--- config.mk ---
export PLATFORM = sky130hd
export DESIGN_NAME = http_request_line_parser
export DESIGN_NICKNAME = d
export VERILOG_FILES = /design/src/hdl/hrlp_pkg.sv /design/src/hdl/http_request_line_parser.sv
export SDC_FILE = /design/constraint.sdc
export NUM_CORES = 1
export LEC_CHECK = 0
export ABC_AREA = 0
export BUFFER_PORTS_ARGS = -buffer_cell sky130_fd_sc_hd__buf_2
export CORE_MARGIN = 4
export CORE_UTILIZATION = 40
export CTS_BUF_LIST = sky130_fd_sc_hd__clkbuf_4 sky130_fd_sc_hd__clkbuf_8
export CTS_CLUSTER_DIAMETER = 30
export DETAILED_ROUTE_END_ITERATION = 8
export PLACE_DENSITY_LB_ADDON = 0.05
export REMOVE_ABC_BUFFERS = 1
export SYNTH_ARGS = -nofsm -noshare
export SYNTH_HDL_FRONTEND = slang
export SYNTH_SLANG_ARGS = --single-unit
--- constraint.sdc ---
create_clock -name clk_i -period 6.2 [get_ports clk_i]
set_input_delay 0.31 -clock clk_i [delete_from_list [all_inputs] [get_ports clk_i]]
set_output_delay 0.31 -clock clk_i [all_outputs]
set_load 0.005 [all_outputs]
--- src/hdl/hrlp_pkg.sv ---
// Package with the types and constants of the request-line parser.
`timescale 1ns / 1ps

package hrlp_pkg;

  localparam int unsigned CountWidth = 10;
  localparam int unsigned ProtoLen   = 8;

  localparam logic [7:0] SpaceChar = 8'h20;
  localparam logic [7:0] NulChar   = 8'h00;

  // Expected protocol token, first character at index 0.
  localparam logic [7:0] ProtoText [ProtoLen] = '{
    8'h48, 8'h54, 8'h54, 8'h50, 8'h2f, 8'h31, 8'h2e, 8'h31
  };

  typedef enum logic [2:0] {
    ST_OK          = 3'd0,
    ST_PROTO       = 3'd1,
    ST_METHOD_LONG = 3'd2,
    ST_TARGET_LONG = 3'd3,
    ST_LINE_LONG   = 3'd4
  } status_e;

  typedef enum logic [6:0] {
    PH_SKIP_M = 7'b0000001,
    PH_METHOD = 7'b0000010,
    PH_SKIP_T = 7'b0000100,
    PH_TARGET = 7'b0001000,
    PH_SKIP_P = 7'b0010000,
    PH_PROTO  = 7'b0100000,
    PH_AFTER  = 7'b1000000
  } phase_e;

  typedef enum logic {
    FLD_METHOD = 1'b0,
    FLD_TARGET = 1'b1
  } field_e;

  typedef enum logic {
    CFG_METHOD_MAX = 1'b0,
    CFG_TARGET_MAX = 1'b1
  } cfg_index_e;

  typedef struct packed {
    logic       is_status;
    logic [7:0] token_char;
    logic       token_field;
    status_e    line_status;
    logic       last_of_run;
  } result_t;

  // Error recorded when the parse ends in the given phase.
  function automatic status_e end_error(phase_e phase, logic proto_bad);
    status_e err;
    err = ST_OK;
    unique case (phase)
      PH_SKIP_M, PH_METHOD, PH_SKIP_T, PH_TARGET, PH_SKIP_P: err = ST_PROTO;
      PH_PROTO: err = proto_bad ? ST_PROTO : ST_OK;
      PH_AFTER: err = ST_OK;
      default:  err = ST_OK;
    endcase
    return err;
  endfunction

endpackage

--- src/hdl/http_request_line_parser.sv ---
// Top level of the request-line parser: byte state machine and result queue.
`timescale 1ns / 1ps

// Request-line parser. Bytes of one request line (CRLF removed) enter on the
// input channel, one per transaction, with byte_present and line_end flags.
// Each method or target byte gives a character result tagged with its field;
// the item that ends the line also gives one status result. Results leave on
// the output channel one per transaction, last_of_run marking the final one
// of an input item. The configuration channel sets method_max (index 0) and
// target_max (index 1) and is always ready; write it only while idle.
// Each result is queued when its input is accepted and offered from the head.
// Throughput: one input item per cycle while the output is not stalled and
// each item gives at most one result; two results leave as two transactions.
// The parse state is updated on acceptance, and a four-entry result queue
// sits in front of the output. The input is stalled while fewer than two
// queue entries are free, so during an output stall the input keeps taking
// items, including those that give no result, until at least three results wait.
// Reset clears the line state, empties the queue and sets method_max to 15
// and target_max to 1023.
module http_request_line_parser #(
  parameter int unsigned LINE_BUFFER = 1024
) (
  input  logic       clk_i,
  input  logic       rst_ni,
  input  logic       cfg_valid_i,
  output logic       cfg_ready_o,
  input  logic       cfg_index_i,
  input  logic [9:0] cfg_data_i,
  input  logic       in_valid_i,
  output logic       in_stall_o,
  input  logic [7:0] line_byte_i,
  input  logic       byte_present_i,
  input  logic       line_end_i,
  output logic       out_valid_o,
  input  logic       out_stall_i,
  output logic       is_status_o,
  output logic [7:0] token_char_o,
  output logic       token_field_o,
  output logic [2:0] line_status_o,
  output logic       last_of_run_o
);
  import hrlp_pkg::*;

  localparam int unsigned LcWidth   = $clog2(LINE_BUFFER + 1);
  localparam int unsigned QDepth    = 4;
  localparam int unsigned QPtrWidth = $clog2(QDepth);
  localparam int unsigned QCntWidth = $clog2(QDepth + 1);

  logic [CountWidth-1:0] method_max_q, target_max_q;

  phase_e                phase_q, phase_d;
  logic [CountWidth-1:0] token_count_q, token_count_d;
  logic [3:0]            proto_index_q, proto_index_d;
  logic                  proto_mismatch_q, proto_mismatch_d;
  logic                  pending_oversize_q, pending_oversize_d;
  status_e               first_error_q, first_error_d;
  logic [LcWidth-1:0]    line_count_q, line_count_d;
  logic                  line_terminated_q, line_terminated_d;

  logic    in_fire, out_fire;
  logic    emit;
  field_e  emit_field;
  status_e line_code;
  logic    proto_bad_q, proto_bad_d;
  logic    [1:0] push_count;
  result_t char_res, status_res, res0, res1;

  result_t               queue_q [QDepth];
  logic [QPtrWidth-1:0]  wr_ptr_q, rd_ptr_q;
  logic [QCntWidth-1:0]  q_count_q;

  assign cfg_ready_o = 1'b1;
  assign in_stall_o  = q_count_q > QCntWidth'(QDepth - 2);
  assign out_valid_o = q_count_q != '0;
  assign in_fire     = in_valid_i & ~in_stall_o;
  assign out_fire    = out_valid_o & ~out_stall_i;

  assign proto_bad_q = (proto_index_q != 4'(ProtoLen)) || proto_mismatch_q;

  always_ff @(posedge clk_i or negedge rst_ni) begin
    if (!rst_ni) begin
      method_max_q <= CountWidth'(15);
      target_max_q <= CountWidth'(1023);
    end else if (cfg_valid_i && cfg_ready_o) begin
      unique case (cfg_index_e'(cfg_index_i))
        CFG_METHOD_MAX: method_max_q <= cfg_data_i;
        CFG_TARGET_MAX: target_max_q <= cfg_data_i;
        default: ;
      endcase
    end
  end

  // Per-byte parse; the status code is taken before the line state clears.
  always_comb begin
    phase_d            = phase_q;
    token_count_d      = token_count_q;
    proto_index_d      = proto_index_q;
    proto_mismatch_d   = proto_mismatch_q;
    pending_oversize_d = pending_oversize_q;
    first_error_d      = first_error_q;
    line_count_d       = line_count_q;
    line_terminated_d  = line_terminated_q;
    emit               = 1'b0;
    emit_field         = FLD_METHOD;
    line_code          = ST_OK;
    proto_bad_d        = proto_bad_q;

    if (in_fire && byte_present_i) begin
      if (line_count_q < LcWidth'(LINE_BUFFER)) begin
        line_count_d = line_count_q + LcWidth'(1);
      end
      if (!line_terminated_q && first_error_q == ST_OK) begin
        if (line_byte_i == NulChar) begin
          first_error_d     = end_error(phase_q, proto_bad_q);
          line_terminated_d = 1'b1;
        end else if (line_byte_i == SpaceChar) begin
          unique case (phase_q)
            PH_METHOD: begin
              if (pending_oversize_q) first_error_d = ST_METHOD_LONG;
              else phase_d = PH_SKIP_T;
            end
            PH_TARGET: begin
              if (pending_oversize_q) first_error_d = ST_TARGET_LONG;
              else phase_d = PH_SKIP_P;
            end
            PH_PROTO: begin
              if (proto_bad_q) first_error_d = ST_PROTO;
              else phase_d = PH_AFTER;
            end
            PH_SKIP_M, PH_SKIP_T, PH_SKIP_P, PH_AFTER: ;
            default: ;
          endcase
        end else begin
          unique case (phase_q)
            PH_SKIP_M, PH_SKIP_T: begin
              // A zero limit makes the first character already oversized.
              if (((phase_q == PH_SKIP_M) ? method_max_q : target_max_q) == '0) begin
                token_count_d      = '0;
                pending_oversize_d = 1'b1;
              end else begin
                token_count_d      = CountWidth'(1);
                pending_oversize_d = 1'b0;
              end
              phase_d    = (phase_q == PH_SKIP_M) ? PH_METHOD : PH_TARGET;
              emit       = 1'b1;
              emit_field = (phase_q == PH_SKIP_M) ? FLD_METHOD : FLD_TARGET;
            end
            PH_METHOD, PH_TARGET: begin
              if (token_count_q >= ((phase_q == PH_METHOD) ? method_max_q : target_max_q)) begin
                pending_oversize_d = 1'b1;
              end else begin
                token_count_d = token_count_q + CountWidth'(1);
              end
              emit       = 1'b1;
              emit_field = (phase_q == PH_METHOD) ? FLD_METHOD : FLD_TARGET;
            end
            PH_SKIP_P: begin
              phase_d          = PH_PROTO;
              proto_index_d    = 4'd1;
              proto_mismatch_d = line_byte_i != ProtoText[0];
            end
            PH_PROTO: begin
              if (proto_index_q < 4'(ProtoLen)) begin
                if (line_byte_i != ProtoText[proto_index_q[2:0]]) begin
                  proto_mismatch_d = 1'b1;
                end
                proto_index_d = proto_index_q + 4'd1;
              end else if (proto_index_q == 4'(ProtoLen)) begin
                proto_index_d = proto_index_q + 4'd1;
              end
            end
            PH_AFTER: first_error_d = ST_PROTO;
            default: ;
          endcase
        end
      end
    end

    if (in_fire && line_end_i) begin
      proto_bad_d = (proto_index_d != 4'(ProtoLen)) || proto_mismatch_d;
      if (!line_terminated_d && first_error_d == ST_OK) begin
        first_error_d = end_error(phase_d, proto_bad_d);
      end
      line_code = (line_count_d >= LcWidth'(LINE_BUFFER)) ? ST_LINE_LONG : first_error_d;
      phase_d            = PH_SKIP_M;
      token_count_d      = '0;
      proto_index_d      = '0;
      proto_mismatch_d   = 1'b0;
      pending_oversize_d = 1'b0;
      first_error_d      = ST_OK;
      line_count_d       = '0;
      line_terminated_d  = 1'b0;
    end
  end

  always_ff @(posedge clk_i or negedge rst_ni) begin
    if (!rst_ni) begin
      phase_q            <= PH_SKIP_M;
      token_count_q      <= '0;
      proto_index_q      <= '0;
      proto_mismatch_q   <= 1'b0;
      pending_oversize_q <= 1'b0;
      first_error_q      <= ST_OK;
      line_count_q       <= '0;
      line_terminated_q  <= 1'b0;
    end else begin
      phase_q            <= phase_d;
      token_count_q      <= token_count_d;
      proto_index_q      <= proto_index_d;
      proto_mismatch_q   <= proto_mismatch_d;
      pending_oversize_q <= pending_oversize_d;
      first_error_q      <= first_error_d;
      line_count_q       <= line_count_d;
      line_terminated_q  <= line_terminated_d;
    end
  end

  always_comb begin
    char_res.is_status   = 1'b0;
    char_res.token_char  = line_byte_i;
    char_res.token_field = emit_field;
    char_res.line_status = ST_OK;
    char_res.last_of_run = ~line_end_i;

    status_res.is_status   = 1'b1;
    status_res.token_char  = '0;
    status_res.token_field = FLD_METHOD;
    status_res.line_status = line_code;
    status_res.last_of_run = 1'b1;

    res0       = emit ? char_res : status_res;
    res1       = status_res;
    push_count = {1'b0, emit} + {1'b0, in_fire & line_end_i};
  end

  // Result queue payload; only the head entry is read.
  always_ff @(posedge clk_i) begin
    if (push_count != 2'd0) begin
      queue_q[wr_ptr_q] <= res0;
    end
    if (push_count == 2'd2) begin
      queue_q[wr_ptr_q + QPtrWidth'(1)] <= res1;
    end
  end

  always_ff @(posedge clk_i or negedge rst_ni) begin
    if (!rst_ni) begin
      wr_ptr_q  <= '0;
      rd_ptr_q  <= '0;
      q_count_q <= '0;
    end else begin
      wr_ptr_q  <= wr_ptr_q + QPtrWidth'(push_count);
      rd_ptr_q  <= rd_ptr_q + QPtrWidth'(out_fire);
      q_count_q <= q_count_q + QCntWidth'(push_count) - QCntWidth'(out_fire);
    end
  end

  assign is_status_o   = queue_q[rd_ptr_q].is_status;
  assign token_char_o  = queue_q[rd_ptr_q].token_char;
  assign token_field_o = queue_q[rd_ptr_q].token_field;
  assign line_status_o = queue_q[rd_ptr_q].line_status;
  assign last_of_run_o = queue_q[rd_ptr_q].last_of_run;

endmodule

### After elaboration in Yosys (flattened, before gate mapping)

Memory sizes are Yosys's and may differ from the RTL's.
Index checks and enable logic that the tools add are counted.

* bitwise operators: 8
* $add $sub $neg: 9
* multiplexer cells: 88
* $lt $le $gt $ge: 6
* equality and inequality tests: 24
* reductions and logical operators: 26

Operators with widths (count)
* two-way mux 10 bit: 8
* two-way mux 7 bit: 8
* two-way mux 1 bit: 36
* two-way mux 3 bit: 12
* two-way mux 11 bit: 3
* two-way mux 4 bit: 8
* one-hot mux 7 bit (3 select lines): 1
* one-hot mux 10 bit (2 select lines): 1
* two-way mux 8 bit: 2
* equality test 7 x 1 -> 1 bit (second input constant): 2
* equality test 7 x 2 -> 1 bit (second input constant): 2
* equality test 7 x 3 -> 1 bit (second input constant): 2
* equality test 7 x 4 -> 1 bit (second input constant): 2
* equality test 7 x 5 -> 1 bit (second input constant): 2
* equality test 7 x 6 -> 1 bit (second input constant): 2
* two-way mux 14 bit: 1
* one-hot mux 7 bit (2 select lines): 1
* AND reduction 6 bit: 2
* adder 11 x 1 -> 11 bit (second input constant): 1
* >= comparator 11 bit (second input constant): 1
* < comparator 11 bit (second input constant): 1
* adder 10 x 1 -> 10 bit (second input constant): 1
* >= comparator 10 bit: 1
* logical NOT 10 bit: 1
* other kinds (36): 60

* memories: 2
* bits of input ports: 26
* output and inout port bits: 17
* RAM bits: 56
* ROM bits: 64
* register bits after elaboration: 65

Memory list
* (name not given): depth 8, width 8, read ports 1, clocked after memory_dff 0, write ports 0, RTL line http_request_line_parser.sv:164 `if (line_byte_i != ProtoText[proto_index_q[2:0]]) begin`
* queue_q: depth 4, width 14, read ports 1, clocked after memory_dff 0, write ports 2, RTL line http_request_line_parser.sv:68 `result_t queue_q [QDepth];`

### Longest topological paths before layout

* depth in word-level cells: 19
* depth in mapped cells: 15
* mapped depth without buffers: 12

### Worst setup path after synthesis

No wires, ideal clock.

* path type: register -> register
* from: reg phase_q[6]
* to: reg token_count_q[1]
* arrival: 3208 ps
* stages on the path, launching flop included: 15
* path buffers: 2
* required time: 6068 ps
* period minus slack after synthesis: 3340 ps
* slack: 2860 ps
* cells stage by stage: dfrtp_1 nor3_1 nand4b_1 buf_1 mux2_2 ha_1 nand2b_1 a21o_1 a21oi_1 o21ai_0 a21oi_1 clkbuf_1 o21ai_0 a22oi_1 nor2_1

* cells in the longest elaborated chain, start to end: 8
* elaborated cells on any way between the ends: 17
* those cells by class: order compare (1); eq/ne (5); mux (7); reduce/logical (4)

RTL lines
* from (decl): RTL line http_request_line_parser.sv:51 `phase_e phase_q, phase_d;`
* from (signal assigned): RTL line http_request_line_parser.sv:207 `phase_q <= phase_d;`
* parallel branches: the longest is 8 deep, another holds >= comparator 10 bit
* to (signal assigned): RTL line http_request_line_parser.sv:208 `token_count_q <= token_count_d;`
* to (decl): RTL line http_request_line_parser.sv:52 `logic [CountWidth-1:0] token_count_q, token_count_d;`

Parallel ways; which one is timed is not known. The select of a mux whose other input is x is not followed.
A chain may end at the register's enable or synchronous reset.

### Worst setup path in the final report

* from: reg phase_q[6]
* to: reg token_count_q[0]

* cells in the longest elaborated chain, start to end: 10
* elaborated cells on any way between the ends: 20
* those cells by class: order compare (1); eq/ne (5); mux (9); reduce/logical (5)

RTL lines
* equality test 7 x 1 -> 1 bit: RTL line http_request_line_parser.sv:134, http_request_line_parser.sv:137
* two-way mux 10 bit: RTL line http_request_line_parser.sv:137 `if (((phase_q == PH_SKIP_M) ? method_max_q : target_max_q) == '0) begin`
* logical NOT 10 bit: RTL line http_request_line_parser.sv:137
* two-way mux 1 bit: RTL line http_request_line_parser.sv:137
* one-hot mux 10 bit (2 select lines): RTL line http_request_line_parser.sv:134 `unique case (phase_q)`
* two-way mux 10 bit: RTL line http_request_line_parser.sv:116 `end else if (line_byte_i == SpaceChar) begin`
* two-way mux 10 bit: RTL line http_request_line_parser.sv:113 `if (line_byte_i == NulChar) begin`
* two-way mux 10 bit: RTL line http_request_line_parser.sv:112 `if (!line_terminated_q && first_error_q == ST_OK) begin`
* two-way mux 10 bit: RTL line http_request_line_parser.sv:108 `if (in_fire && byte_present_i) begin`
* two-way mux 10 bit: RTL line http_request_line_parser.sv:179 `if (in_fire && line_end_i) begin`

Parallel ways exist; a longest one is shown, timed or not. The select of a mux whose other input is x is not followed.

==> results.py <==
metrics = {
    "flow_run": {
        "maxCapViolCount": 0,
    },
    "detailed_routing": {
        "vias": 4723,
        "wl_per_cell_um": 17.7,
        "routed_wl_um": 15300,
        "first_pass_iters": 4,
        "ant_nets": 0,
        "first_iter_violations": 330,
        "vias_per_cell": 5.45,
        "drcViolationCount": 0,
    },
    "clock_network": {
        "htree_num_levels": 4,
        "cts_tree": "built",
        "clockBufferDepth": 2,
        "cts.hold.buffers_added": 0,
        "root_buffer": "clkbuf_8",
        "post_cts_resized": 0,
        "cts_setup_buffers": 0,
        "clk_pin_slew_ps": 80,
        "cts_sinks": 121,
        "clock_latency_ps": 450,
        "cts_buffers": 17,
    },
    "power_and_ir_drop": {
        "power_uw": 2460,
        "irDropWorstVdd_mv": 0.152,
        "leakage_uw": 0.00301,
        "power_density_nw_per_um2": 345,
    },
    "timing": {
        "max_freq_mhz": 215,
        "layout_setup_ws_ps": 1550,
        "slew_headroom_pct": 34.5,
        "fin_crit_sh_pct": 75.0,
        "setup_violations": 0,
        "hold_slack_ps": 20.4,
        "rsz0062_at_grt": "false",
        "tightest_slew_ps": 982,
        "hold_viol": 0,
        "fin_tns_setup_ps": 0,
        "finalClockSkew_ps": 17.3,
        "drv_slew": 0,
        "min_period_ps": 4650,
    },
    "logic_synthesis": {
        "yosysWarnings": 0,
        "synth_top_cell_area_share_pct": 19.4,
        "ys_seq_elements": 121,
        "synth_common_cells": "nor2_1 (57), dfrtp_1 (50), dfxtp_1 (44)",
        "netlist_area_um2": 6450,
        "synth_most_common_cell": "nor2_1",
        "ys.flop_type": "dfrtp_1",
        "syn_area_per_cell_um2": 10.7,
        "synth_largest_area_cell": "dfrtp_1",
        "synthTopCellsByArea": "dfrtp_1 (19%), dfxtp_1 (14%), dfstp_2 (6.1%)",
        "synthArstFlopShare_pct": 53.7,
        "syn_inst": 604,
        "synth_edf_count": 12,
        "synth_cell_types": 88,
        "yosysSeqAreaShare_pct": 44.7,
    },
    "place": {
        "gp_congestion": 0.832,
        "dpl.hpwl_um": 10800,
        "place_ws_ps": 1600,
        "port_buffers": 41,
    },
    "grt": {
        "overflow": 0,
        "antenna_found_initial": 0,
        "grt_pass1_wl_um": 25300,
        "grt_pass1_vias": 4756,
        "grt_max_degree": 66,
        "grtUsageTotal_pct": 17.5,
    },
    "floorplanning": {
        "core_area_um2": 15800,
        "die_x_um": 135,
        "dieArea_um2": 18200,
        "die_h_um": 135,
        "initial_core_util_pct": 40.8,
        "fp-row-count": 46,
        "num_io_pins": 43,
    },
    "critical_path": {
        "cp_top_family": "simple AND/OR/NAND/NOR gates",
        "path_cells": "nor3_1 -> nand4b_1 -> mux2_2 -> ha_1 -> nand2b_1 -> a21o_1 -> a21oi_1 -> o21ai_0 -> a21oi_1 -> and3_1 -> nand2_1 -> a31oi_1",
        "critPathLaunchType": "flop",
        "required_ps": 6550,
        "crit_path_max_incr_delay_ps": 730,
        "cpMostUsedCell": "a21oi_1",
        "path_class": "reg -> reg",
        "end_kind": "flop",
        "worstPathMaxFanout": 11,
        "crit_arrival_ps": 5000,
        "path_buf_inv": 0,
        "crit_slowest_cell": "nand4b_1",
    },
    "final_layout": {
        "drive_above_1_share_pct": 24.6,
        "nNetsFinal": 687,
        "diodes": 0,
        "syn_to_final_growth_pct": 10.6,
    },
    "worst_hold_path": {
        "min-delay-path-class": "in -> async",
    },
    "outcome": {
        "status": "complete, no violations",
    },
}
==> metrics by stage <==
step / cells / area [um^2] / util [%]
after global placement: 835 / 6750 / 42.7
after floorplan: 575 / 6250 / -
after detailed placement: 835 / 6750 / 42.7
final: 867 / 7130 / 45.1
after CTS: 867 / 7130 / 45.1
after global routing: 867 / 7130 / 45.1
==> cells in the final DEF (no fill, tap or decap), drive strengths merged, types with 4 or more instances in the layout <==
cell type   n
nor2       59
dfrtp      50
dfxtp      44
buf        44
nand2      36
inv        35
a22o       33
o21ai      32
a21oi      31
ha         22
mux2       21
clkbuf     18
dfstp      15
nand3      15
nor3       15
mux4       14
xor2       12
edfxtp     12
and3       11
mux2i      10
nand4       9
nor4        8
xnor2       7
or3         7
a31oi       6
nand3b      6
and2        6
a2bb2oi     5
nor2b       4
nand2b      4
nor4b       4
==> worst paths after layout <==
check / start / endpoint / slack, ps / cells after the start
max reg2reg: phase_q[6] / token_count_q[0] / 1550 / 12
min in group clk_i: cfg_data_i[6] / method_max_q[6] / 110 / 2
max in group asynchronous: rst_ni / first_error_q[0] / 5560 / 2
max: phase_q[6] / token_count_q[0] / 1550 / 12
min: rst_ni / proto_index_q[1] / 20 / 2
min reg2reg: queue_q[3][13] / queue_q[3][13] / 450 / 2
==> registers in the layout (all words and copies together) (netlist names), 2 cells and up <==
name,flops
queue_q,56
line_count_q,11
method_max_q,10
target_max_q,10
token_count_q,10
phase_q,7
proto_index_q,4
first_error_q,3
q_count_q,3
rd_ptr_q,2
wr_ptr_q,2
==> worst register-to-register path, delay by kind of cell, from the launching register on <==
| family | cells | cell delay (ps) |
|---|---|---|
| AOI/OAI and AO/OA | 5 | 1230 |
| and+or+nand+nor | 5 | 2120 |
| DFF | 1 | 440 |
| muxes | 1 | 520 |
| adders and majority gates | 1 | 260 |
==> cells by family (layout without fill, tap and decap cells) <==
family	count (synthesis)	count (layout)	synth area share, %
AO/OA/AOI/OAI	140	140	15.5
buffers and inverters	55	102	4.58
other	1	1	0.0581
adder cells (fa/ha/maj)	24	24	4.73
AND/OR/NAND/NOR	199	199	17.7
multiplexers	45	45	10.1
XOR/XNOR	19	19	2.58
flip-flops	121	121	44.7
==> power breakdown <==
group	internal (uW)	switching, uW
clock	337	357
sequential	945	165
combinational	314	345
total	1600	867
==> metal layers <==
layer	GRT usage [%]	part of all wire, %	vias to the layer above
li1	-	-	2308
met1	23.9	48	2326
met2	28.5	48	80
met3	3.50	3.3	9
met4	4.98	0.66	0
met5	0	0	-
==> cell type report <==
class / count / area [um^2]
tap: 216 / 270
clock inverter: 14 / 135
inverter: 26 / 97.6
clock buffer: 18 / 248
timing repair buffer: 44 / 228
sequential: 121 / 2890
multi-input combinational: 428 / 3270
fill: 1505 / 8690
Power figures use the tool's default switching activity.
